**src/rtl/kwsd_pkg.sv**
```systemverilog
// Package for the keyword substitution decoder: codes, constants and types.
// No dependencies.
package kwsd_pkg;

    localparam int TABLE_ENTRIES_DEF = 26;
    localparam int CNT_W             = 5;

    localparam logic [1:0] OP_LOAD   = 2'd0;
    localparam logic [1:0] OP_DECODE = 2'd1;
    localparam logic [1:0] OP_CLEAR  = 2'd2;

    localparam logic [1:0] STAT_OK        = 2'd0;
    localparam logic [1:0] STAT_NOT_FOUND = 2'd1;
    localparam logic [1:0] STAT_HALTED    = 2'd2;

    localparam logic [7:0] CH_SPACE   = 8'h20;
    localparam logic [7:0] CH_LOWER_A = 8'h61;

    // Query word walking down the cell chain.
    typedef struct packed {
        logic             act;
        logic [7:0]       ch;
        logic             hit;
        logic [CNT_W-1:0] pos;
    } t_token;

    // Table write command broadcast to all cells.
    typedef struct packed {
        logic       en;
        logic [7:0] data;
    } t_wr;

    typedef enum logic [1:0] {
        ST_IDLE,
        ST_WALK,
        ST_FINISH
    } t_state;

endpackage

```
**src/rtl/kwsd_if.sv**
```systemverilog
// Valid/ready channel interfaces for the keyword substitution decoder.
// No dependencies.
interface kwsd_in_if;
    logic       valid;
    logic       ready;
    logic [1:0] operation;
    logic [7:0] character;

    modport source(output valid, output operation, output character, input ready);
    modport sink(input valid, input operation, input character, output ready);
endinterface

interface kwsd_out_if;
    logic       valid;
    logic       ready;
    logic [7:0] decoded;
    logic [1:0] status;
    logic       table_full;

    modport source(output valid, output decoded, output status, output table_full,
                   input ready);
    modport sink(input valid, input decoded, input status, input table_full,
                 output ready);
endinterface

```
**src/rtl/keyword_substitution_decoder_core.sv**
```systemverilog
// Keyword substitution decoder. A load or decode word is accepted, its query walks
// the row of table cells, and a commit step then updates the table and flags and
// fills the output register; the commit waits while an earlier result is still held.
// No new word is accepted until the current load or decode word has committed.
// A clear word gives no result; operation code three is dropped. A waiting result
// does not block acceptance of the next word.
module keyword_substitution_decoder_core
    import kwsd_pkg::*;
#(
    parameter int TABLE_ENTRIES = TABLE_ENTRIES_DEF
) (
    input  logic       i_clk,
    input  logic       i_rst_n,
    kwsd_in_if.sink    i_in,
    kwsd_out_if.source o_out
);

    localparam logic [CNT_W-1:0] MAX_CNT = CNT_W'(TABLE_ENTRIES);

    t_state           r_state, n_state;
    logic [1:0]       r_op;
    logic [7:0]       r_ch;
    logic             r_hit;
    logic [CNT_W-1:0] r_pos;
    logic [CNT_W-1:0] r_count, n_count;
    logic             r_halted, n_halted;
    logic             r_ovf, n_ovf;
    logic             r_out_valid, n_out_valid;
    logic [7:0]       r_decoded, n_decoded;
    logic [1:0]       r_status, n_status;
    logic             r_full, n_full;

    logic   w_accept;
    logic   w_commit;
    t_token w_tok_in;
    t_token w_tok_out;
    t_wr    w_wr;

    assign i_in.ready = (r_state == ST_IDLE);
    assign w_accept   = i_in.valid && i_in.ready;

    always_comb begin
        w_tok_in.act = w_accept && ((i_in.operation == OP_LOAD) ||
                                    (i_in.operation == OP_DECODE));
        w_tok_in.ch  = i_in.character;
        w_tok_in.hit = 1'b0;
        w_tok_in.pos = '0;
    end

    kwsd_chain #(
        .TABLE_ENTRIES(TABLE_ENTRIES)
    ) u_chain (
        .i_clk   (i_clk),
        .i_rst_n (i_rst_n),
        .i_tok   (w_tok_in),
        .i_count (r_count),
        .i_wr    (w_wr),
        .o_tok   (w_tok_out)
    );

    assign w_commit = (r_state == ST_FINISH) && (!r_out_valid || o_out.ready);

    always_comb begin
        n_state     = r_state;
        n_count     = r_count;
        n_halted    = r_halted;
        n_ovf       = r_ovf;
        n_out_valid = r_out_valid && !o_out.ready;
        n_decoded   = r_decoded;
        n_status    = r_status;
        n_full      = r_full;
        w_wr.en     = 1'b0;
        w_wr.data   = r_ch;

        case (r_state)
            ST_IDLE: begin
                if (w_tok_in.act) begin
                    n_state = ST_WALK;
                end else if (w_accept && (i_in.operation == OP_CLEAR)) begin
                    n_count  = '0;
                    n_halted = 1'b0;
                    n_ovf    = 1'b0;
                end
            end
            ST_WALK: begin
                if (w_tok_out.act) begin
                    n_state = ST_FINISH;
                end
            end
            ST_FINISH: begin
                if (w_commit) begin
                    n_state   = ST_IDLE;
                    n_decoded = 8'h00;
                    n_status  = STAT_OK;
                    if (r_op == OP_LOAD) begin
                        if ((r_ch != CH_SPACE) && !r_hit) begin
                            if (r_count < MAX_CNT) begin
                                w_wr.en = 1'b1;
                                n_count = r_count + 1'b1;
                            end else begin
                                n_ovf = 1'b1;
                            end
                        end
                    end else if (r_halted) begin
                        n_status = STAT_HALTED;
                    end else if (r_ch == CH_SPACE) begin
                        n_decoded = CH_SPACE;
                    end else if (!r_hit) begin
                        n_status = STAT_NOT_FOUND;
                        n_halted = 1'b1;
                    end else begin
                        n_decoded = CH_LOWER_A + 8'(r_pos);
                    end
                    n_full      = n_ovf;
                    n_out_valid = 1'b1;
                end
            end
            default: begin
                n_state = ST_IDLE;
            end
        endcase
    end

    always_ff @(posedge i_clk) begin
        if (!i_rst_n) begin
            r_state <= ST_IDLE;
        end else begin
            r_state <= n_state;
        end
    end

    always_ff @(posedge i_clk) begin
        if (w_accept) begin
            r_op <= i_in.operation;
            r_ch <= i_in.character;
        end
        // Capture the match as the query leaves the last cell.
        if ((r_state == ST_WALK) && w_tok_out.act) begin
            r_hit <= w_tok_out.hit;
            r_pos <= w_tok_out.pos;
        end
        r_decoded <= n_decoded;
        r_status  <= n_status;
        r_full    <= n_full;
        if (!i_rst_n) begin
            r_count     <= '0;
            r_halted    <= 1'b0;
            r_ovf       <= 1'b0;
            r_out_valid <= 1'b0;
        end else begin
            r_count     <= n_count;
            r_halted    <= n_halted;
            r_ovf       <= n_ovf;
            r_out_valid <= n_out_valid;
        end
    end

    assign o_out.valid      = r_out_valid;
    assign o_out.decoded    = r_decoded;
    assign o_out.status     = r_status;
    assign o_out.table_full = r_full;

endmodule

```
**src/rtl/kwsd_cell.sv**
```systemverilog
// One table cell: holds a key byte and checks the passing query word.
// Depends on kwsd_pkg.
module kwsd_cell
    import kwsd_pkg::*;
#(
    parameter int INDEX = 0
) (
    input  logic             i_clk,
    input  logic             i_rst_n,
    input  t_token           i_tok,
    input  logic [CNT_W-1:0] i_count,
    input  t_wr              i_wr,
    output t_token           o_tok
);

    localparam logic [CNT_W-1:0] MY_IDX = CNT_W'(INDEX);

    logic [7:0] r_key;
    t_token     r_tok;
    t_token     n_tok;

    always_comb begin
        n_tok = i_tok;
        // Keys are distinct, so at most one cell can claim the query.
        if (i_tok.act && !i_tok.hit && (i_count > MY_IDX) && (r_key == i_tok.ch)) begin
            n_tok.hit = 1'b1;
            n_tok.pos = MY_IDX;
        end
    end

    always_ff @(posedge i_clk) begin
        if (i_wr.en && (i_count == MY_IDX)) begin
            r_key <= i_wr.data;
        end
        r_tok <= n_tok;
        if (!i_rst_n) begin
            r_tok.act <= 1'b0;
        end
    end

    assign o_tok = r_tok;

endmodule

```
**src/rtl/kwsd_chain.sv**
```systemverilog
// Row of table cells; the query word advances one cell per cycle.
// Depends on kwsd_pkg and kwsd_cell.
module kwsd_chain
    import kwsd_pkg::*;
#(
    parameter int TABLE_ENTRIES = TABLE_ENTRIES_DEF
) (
    input  logic             i_clk,
    input  logic             i_rst_n,
    input  t_token           i_tok,
    input  logic [CNT_W-1:0] i_count,
    input  t_wr              i_wr,
    output t_token           o_tok
);

    t_token w_tok [TABLE_ENTRIES+1];

    assign w_tok[0] = i_tok;

    for (genvar k = 0; k < TABLE_ENTRIES; k++) begin : g_cell
        kwsd_cell #(
            .INDEX(k)
        ) u_cell (
            .i_clk   (i_clk),
            .i_rst_n (i_rst_n),
            .i_tok   (w_tok[k]),
            .i_count (i_count),
            .i_wr    (i_wr),
            .o_tok   (w_tok[k+1])
        );
    end

    assign o_tok = w_tok[TABLE_ENTRIES];

endmodule

```
**src/flat_wrapper.sv**
```systemverilog
// flat-port wrapper written by rule: the top's interface ports become plain ports
module keyword_substitution_decoder_core_flat import kwsd_pkg::*;
#(
    parameter int TABLE_ENTRIES = TABLE_ENTRIES_DEF
)
  (i_clk, i_rst_n, i_in_valid, i_in_operation, i_in_character, i_in_ready, o_out_valid, o_out_decoded, o_out_status, o_out_table_full, o_out_ready);
  kwsd_in_if i_in_i ();
  kwsd_out_if o_out_i ();
  input  logic i_clk;
  input  logic i_rst_n;
  input wire logic [$bits(i_in_i.valid)-1:0] i_in_valid;
  input wire logic [$bits(i_in_i.operation)-1:0] i_in_operation;
  input wire logic [$bits(i_in_i.character)-1:0] i_in_character;
  output wire logic [$bits(i_in_i.ready)-1:0] i_in_ready;
  output wire logic [$bits(o_out_i.valid)-1:0] o_out_valid;
  output wire logic [$bits(o_out_i.decoded)-1:0] o_out_decoded;
  output wire logic [$bits(o_out_i.status)-1:0] o_out_status;
  output wire logic [$bits(o_out_i.table_full)-1:0] o_out_table_full;
  input wire logic [$bits(o_out_i.ready)-1:0] o_out_ready;
  assign i_in_i.valid = i_in_valid;
  assign i_in_i.operation = i_in_operation;
  assign i_in_i.character = i_in_character;
  assign i_in_ready = i_in_i.ready;
  assign o_out_valid = o_out_i.valid;
  assign o_out_decoded = o_out_i.decoded;
  assign o_out_status = o_out_i.status;
  assign o_out_table_full = o_out_i.table_full;
  assign o_out_i.ready = o_out_ready;
  keyword_substitution_decoder_core #(.TABLE_ENTRIES(TABLE_ENTRIES)) u_core (.i_clk(i_clk), .i_rst_n(i_rst_n), .i_in(i_in_i), .o_out(o_out_i));
endmodule
```
**config.mk**
```make
export PLATFORM = sky130hd
export DESIGN_NAME = keyword_substitution_decoder_core_flat
export DESIGN_NICKNAME = d
export VERILOG_FILES = /design/src/rtl/kwsd_pkg.sv /design/src/rtl/kwsd_if.sv /design/src/rtl/keyword_substitution_decoder_core.sv /design/src/rtl/kwsd_cell.sv /design/src/rtl/kwsd_chain.sv /design/src/flat_wrapper.sv
export SDC_FILE = /design/constraint.sdc
export NUM_CORES = 1
export LEC_CHECK = 0
export BUFFER_PORTS_ARGS = -buffer_cell sky130_fd_sc_hd__buf_2
export CORE_ASPECT_RATIO = 0.75
export CORE_MARGIN = 10
export CORE_UTILIZATION = 43
export CTS_CLUSTER_DIAMETER = 120
export DETAILED_ROUTE_END_ITERATION = 16
export PLACE_DENSITY_LB_ADDON = 0.25
export SLEW_MARGIN = 20
export SYNTH_ARGS = -nofsm -noshare
export SYNTH_HDL_FRONTEND = slang
export SYNTH_SLANG_ARGS = --single-unit
```
**constraint.sdc**
```tcl
create_clock -name i_clk -period 3.5 [get_ports i_clk]
set_input_delay 1.05 -clock i_clk [delete_from_list [all_inputs] [get_ports i_clk]]
set_output_delay 1.05 -clock i_clk [all_outputs]
set_load 0.02 [all_outputs]
```
==> impl_metrics.env, run 1 <==
export IMPL_clock_skew_final_ps=29.3
export IMPL_synth_area_mm2=0.0188
export IMPL_rows=66
export IMPL_wl_um=38300
export IMPL_grt_pass1_wl_um=58400
export IMPL_drv_cap=0
export IMPL_finalInstanceArea_mm2=0.0214
export IMPL_synthToLayoutAreaGrowth_pct=14.0
export IMPL_wl_per_cell_um=19.6
export IMPL_crit_family="simple AND/OR/NAND/NOR gates"
export IMPL_viasPerCell=4.84
export IMPL_synth_seq_cells=596
export IMPL_regArea_mm2=0.0143
export IMPL_finalPower_mw=13.2
export IMPL_nNetsFinal=1356
export IMPL_yosys_warnings=0
export IMPL_cts_sinks=596
export IMPL_power_frac_seq_pct=56.4
export IMPL_antenna_found_initial=0
export IMPL_synth_most_common_cell="dfxtp_1"
export IMPL_postRouteAntennaNets=0
export IMPL_critical_path_class="reg -> reg"
export IMPL_cp_data_required_time_ps=3710
export IMPL_rsz0062_at_grt="false"
export IMPL_cts_root_buf="clkbuf_16"
export IMPL_timing_hold_ws_ps=341
export IMPL_syn_avg_cell_area_um2=15.1
export IMPL_grt_use_total_pct=14.6
export IMPL_die_width_um=261
export IMPL_clock_latency_ps=580
export IMPL_internal_power_mw=10.6
export IMPL_cts_setup_buffers=0
export IMPL_dp_hpwl_um=25200
export IMPL_cts_clk_slew_worst_paths_ps=70
export IMPL_dieArea_mm2=0.0525
export IMPL_power_switching_mw=2.63
export IMPL_yosysSeqAreaShare_pct=76.1
export IMPL_p_comb_share_pct=1.8
export IMPL_instances_no_fill=1955
export IMPL_cts_buffers_inserted=51
export IMPL_antenna_cells=0
export IMPL_cts_tree="built"
export IMPL_worst_pin_slew_ps=1090
export IMPL_ios=27
export IMPL_die_h_um=201
export IMPL_grt_max_degree=29
export IMPL_finalCritPeriodShare_pct=80.6
export IMPL_setup_tns_ps=0
export IMPL_multiInputGateArea_mm2=0.00437
export IMPL_timing_final_crit_period_ps=2820
export IMPL_synth_largest_area_cell="dfxtp_1"
export IMPL_port_buffers=26
export IMPL_dp_cells=1861
export IMPL_synth_common_cells="361 x dfxtp_1, 235 x edfxtp_1, 107 x xnor2_1"
export IMPL_slew_headroom_pct=27.1
export IMPL_slowest_stage="nor2_1"
export IMPL_synthTopCellsByArea="dfxtp_1 39%, edfxtp_1 38%, xnor2_1 5.0%"
export IMPL_synth_ff_type="dfxtp_1"
export IMPL_p_per_area_mw_per_mm2=617
export IMPL_slowest_delay_ps=720
export IMPL_cts_resized=0
export IMPL_place_area_mm2=0.0197
export IMPL_yosysTopAreaCellShare_pct=38.5
export IMPL_outcome="finished clean"
export IMPL_arrival_ps=3030
export IMPL_worstSetupEndpointType="register"
export IMPL_cts_hold_buf=0
export IMPL_path_cells="nor4b_1, a21oi_1, nand2_1, nor2_1"
export IMPL_n_fill_cell=3757
export IMPL_hold_viol=0
export IMPL_drtIter0Drc=790
export IMPL_clockBufferDepth=3
export IMPL_synthCells=1246
export IMPL_synth_edf_count=235
export IMPL_via_count=9457
export IMPL_drc_errors=0
export IMPL_irDropWorstVdd_mv=0.487
export IMPL_fp_coreArea_mm2=0.0433
export IMPL_fmax_ghz=0.354
export IMPL_synth_distinct_cells=52
export IMPL_first_pass_iters=5
export IMPL_slew_viol_final=0
export IMPL_drive_above_1_share_pct=12.6
export IMPL_place_gp_congestion=0.815
export IMPL_grt_pass1_vias=9557
export IMPL_grt_overflow=0
export IMPL_clockPowerShare_pct=41.8
export IMPL_hold_class="reg -> reg"
export IMPL_syn_nets=1266
export IMPL_path_buf_inv=0
export IMPL_netSwitchingFraction_pct=19.9
export IMPL_initial_core_util_pct=43.4
export IMPL_setup_viol=0
export IMPL_worst_setup_path_start_kind="register"
export IMPL_p_leak_nw=7.96
export IMPL_cp_max_fo=10
export IMPL_async_reset_ff_share_pct=0
export IMPL_htree_num_levels=2
power groups by stage:
stage / Clock (mW) / Sequential (mW) / Combinational, mW
floorplan: 0 / 7.58 / 0.119
global placement: 0 / 7.60 / 0.240
detailed placement: 0 / 7.60 / 0.241
CTS: 5.63 / 7.45 / 0.243
global route: 5.91 / 7.46 / 0.262
finish: 5.51 / 7.45 / 0.241
layer usage:
metal	routed length [µm]	track usage, %	share of wire, %
met1	18900	21.7	49
met2	16100	20.9	42
met3	2680	3.39	7.0
met4	632	3.44	1.7
met5	0	0	0
stage by stage:
step                      setup WS (ps)  util, %
after global placement              344     45.6
after global routing                505     49.5
final                               677     49.5
after detailed placement            238     45.6
after CTS                           657     49.5
after floorplan                     501        -
layout by cell type (no fill, tap or decap), types with 3 or more instances in the layout:
master,Yosys,routed
or2_2,40,40
nor2b_1,27,27
a21o_1,3,3
ha_1,6,6
clkinv_2,0,13
clkbuf_8,0,7
clkbuf_16,0,53
clkinv_1,1,7
buf_4,0,26
xor2_1,101,101
a211oi_1,3,3
nor3_1,17,17
and3_1,9,9
xnor2_1,107,107
clkbuf_1,4,11
o21ai_0,8,8
and2_1,48,48
nand4_1,27,27
a31oi_1,4,4
buf_2,8,26
nand3b_1,12,12
dfxtp_1,361,361
bufinv_16,0,3
nand3_1,24,24
o211ai_1,5,5
edfxtp_1,235,235
nor4b_1,3,3
inv_1,12,12
a21oi_1,10,10
nor4_1,33,33
nand2_1,15,15
nor2_1,37,37
nor3b_1,7,7
nand2b_1,48,48
state kept, by name (all words and copies together), names as in the netlist:
register / flops
u_core.u_chain.g_cell.u_cell.o_tok: 351
u_core.o_out.decoded: 8
u_core.r_op: 2
u_core.o_out.table_full: 1
u_core.r_ch: 8
u_core.r_count: 5
u_core.u_chain.g_cell.u_cell.r_key: 208
u_core.r_halted: 1
u_core.r_hit: 1
u_core.o_out.status: 2
u_core.r_pos: 5
u_core.r_ovf: 1
u_core.r_state: 2
u_core.o_out.valid: 1
cell type report:
type,count,share of cell area (%)
clock inverters,23,0.871
flip-flops and latches,596,66.8
clock buffers,71,6.84
multi-input cells,622,20.4
well taps,578,3.38
repair buffers,52,1.52
inverters,13,0.228
logic make-up (layout without fill, tap and decap cells):
logic type	Yosys count	after routing	share of synthesized area (%)
flip-flops	596	596	76.1
AND/OR/NAND/NOR	358	358	11.3
XOR/XNOR	208	208	9.71
AO/OA/AOI/OAI	50	50	1.86
buffers and inverters	28	159	0.620
adder cells (fa/ha/maj)	6	6	0.400
worst paths after layout:
path | slack, ps | startpoint | end | cells past startpoint
min reg2reg | 340 | u_core.u_chain.g_cell[19].u_cell.o_tok[13] | u_core.u_chain.g_cell[20].u_cell.o_tok[13] | 0
min | 340 | u_core.u_chain.g_cell[19].u_cell.o_tok[13] | u_core.u_chain.g_cell[20].u_cell.o_tok[13] | 0
max | 680 | u_core.r_ch[5] | u_core.u_chain.g_cell[21].u_cell.r_key[5] | 4
max reg2reg | 680 | u_core.r_ch[5] | u_core.u_chain.g_cell[21].u_cell.r_key[5] | 4
Note: power is estimated with default switching activity, not from simulation.
==> inputs of run 2 (changes only) <==
clock period = 2.65 ns   (was 3.5 ns; I/O delays follow)
==> run 2 against run 1 <==
  * Final area grew 1.8%
  * Via count grew 1.5%
  * Maximum frequency grew 19%
  * Cell count grew 1.7%
  * Core utilization grew 0.88 points
  * Flip-flop and latch count is the same
  * Critical path type unchanged
  * Critical endpoint is now u_core.u_chain.g_cell[12].u_cell.o_tok[0]
  * Largest cell class unchanged
==> impl_metrics.env, run 2 (same netlist as run 1, synthesis figures left out) <==
export IMPL_crit_path_start="u_core.r_count[3]"
export IMPL_cts_setup_buffers=0
export IMPL_rr_startpoint="u_core.r_count[3]"
export IMPL_cts_buffers_inserted=52
export IMPL_cp_max_fo=14
export IMPL_viasPerCell=4.83
export IMPL_final_common_cell="dfxtp_1"
export IMPL_grt_pass1_vias=9663
export IMPL_nNetsFinal=1387
export IMPL_worst_setup_path_start_kind="register"
export IMPL_crit_end="u_core.u_chain.g_cell[12].u_cell.o_tok[0]"
export IMPL_clock_latency_ps=580
export IMPL_ios=27
export IMPL_fin_ws_ps=282
export IMPL_preCtsSetupSlack_ps=166
export IMPL_layout_common_cells="361 x dfxtp_1, 235 x edfxtp_1, 107 x xnor2_1, 101 x xor2_1"
export IMPL_hold_class="reg -> reg"
export IMPL_htree_num_levels=2
export IMPL_finalPower_mw=17.9
export IMPL_via_count=9600
export IMPL_grt_max_degree=27
export IMPL_port_buffers=26
export IMPL_cp_data_required_time_ps=3120
export IMPL_cts_clk_slew_worst_paths_ps=70
export IMPL_rows=66
export IMPL_cts_resized=0
export IMPL_rrSetupSlack_ps=280
export IMPL_clockBufferDepth=3
export IMPL_synthToLayoutAreaGrowth_pct=16.1
export IMPL_hold_viol=0
export IMPL_dp_hpwl_um=25600
export IMPL_antenna_found_initial=0
export IMPL_fp_coreArea_mm2=0.0433
export IMPL_die_h_um=201
export IMPL_utilization_pct=50.3
export IMPL_timing_final_crit_period_ps=2370
export IMPL_r2r_cells=4
export IMPL_grt_use_total_pct=14.6
export IMPL_timing_hold_ws_ps=362
export IMPL_min_path_cells=0
export IMPL_postRouteAntennaNets=0
export IMPL_cts_root_buf="clkbuf_16"
export IMPL_fmax_ghz=0.422
export IMPL_path_cells="o211ai_1, a2111oi_0, nand4_1, and2_1"
export IMPL_critical_path_class="reg -> reg"
export IMPL_slew_viol_final=0
export IMPL_p_per_area_mw_per_mm2=822
export IMPL_cts_hold_buf=0
export IMPL_reg2reg_to="u_core.u_chain.g_cell[12].u_cell.o_tok[0]"
export IMPL_drv_cap=0
export IMPL_rsz0062_at_grt="false"
export IMPL_clock_skew_final_ps=25.4
export IMPL_antenna_cells=0
export IMPL_largest_reg_flops=351
export IMPL_drc_errors=0
export IMPL_slowest_stage="a2111oi_0"
export IMPL_die_width_um=261
export IMPL_wl_per_cell_um=19.4
export IMPL_place_gp_congestion=0.809
export IMPL_arrival_ps=2840
export IMPL_wl_um=38500
export IMPL_initial_core_util_pct=43.4
export IMPL_worstSetupEndpointType="register"
export IMPL_drive_above_1_share_pct=15.3
export IMPL_dieArea_mm2=0.0525
export IMPL_grt_overflow=0
export IMPL_drtIter0Drc=796
export IMPL_first_pass_iters=4
export IMPL_finalCritPeriodShare_pct=89.4
export IMPL_grt_pass1_wl_um=58900
export IMPL_cts_sinks=596
export IMPL_outcome="finished clean"
export IMPL_slowest_delay_ps=760
export IMPL_cts_tree="built"
export IMPL_irDropWorstVdd_mv=0.703
export IMPL_setup_viol=0
export IMPL_worst_pin_slew_ps=916
export IMPL_slew_headroom_pct=38.1
export IMPL_p_leak_nw=8.19
run 2: cell count changes in the layout (fill, tap and decap cells not counted), moves of 2 or more:
cell / delta
clkbuf_16: +3
nor4_2: +2
buf_4: +30
nor4_1: -2
clkbuf_8: +2
clkinv_1: -5
run 2: final cells by class:
| cell class | instances | area (µm²) |
|---|---|---|
| tap | 578 | 723 |
| clock buffer | 75 | 1560 |
| multi-input combinational | 622 | 4380 |
| fill | 3713 | 21500 |
| sequential | 596 | 14300 |
| clock inverter | 23 | 229 |
| timing repair buffer | 82 | 551 |
| inverter | 13 | 48.8 |
run 2: worst min-delay path by stage:
stage / startpoint / end / slack [ps]
after floorplan: u_core.u_chain.g_cell[11].u_cell.o_tok[7] / u_core.u_chain.g_cell[12].u_cell.o_tok[7] / 340
after global placement: u_core.u_chain.g_cell[12].u_cell.o_tok[7] / u_core.u_chain.g_cell[13].u_cell.o_tok[7] / 350
after detailed placement: u_core.u_chain.g_cell[2].u_cell.o_tok[8] / u_core.u_chain.g_cell[3].u_cell.o_tok[8] / 350
after CTS: i_in_character[4] / u_core.u_chain.g_cell[0].u_cell.o_tok[10] / 350
after global routing: i_in_character[4] / u_core.u_chain.g_cell[0].u_cell.o_tok[10] / 360
final: u_core.u_chain.g_cell[4].u_cell.o_tok[11] / u_core.u_chain.g_cell[5].u_cell.o_tok[11] / 360
run 2: metal layers:
| layer | vias to the layer above | track usage (%) | part of all wire [%] |
|---|---|---|---|
| met5 | - | 0 | 0 |
| met4 | 0 | 3.48 | 1.5 |
| met3 | 49 | 3.48 | 6.3 |
| met2 | 252 | 20.1 | 41 |
| met1 | 4721 | 22.5 | 51 |
| li1 | 4578 | - | - |
run 2: stage by stage:
stage / std cells / TNS [ps] / instance area (µm²)
final: 1989 / 0 / 21800
after global routing: 1989 / 0 / 21800
after CTS: 1989 / 0 / 21800
after detailed placement: 1891 / 0 / 20000
after global placement: 1891 / 0 / 20000
after floorplan: 1246 / -1510 / 18800
run 2: power breakdown:
part / switching [mW] / internal (mW)
combinational: 0.199 / 0.124
sequential: 0.139 / 9.70
clock: 3.23 / 4.51
total: 3.57 / 14.3
run 2: worst max-delay path, delay by kind of cell, from the launching register on:
family / cells / cell delay [ps]
flip-flops: 1 / 650
AO/OA/AOI/OAI: 2 / 990
AND/OR/NAND/NOR: 2 / 610
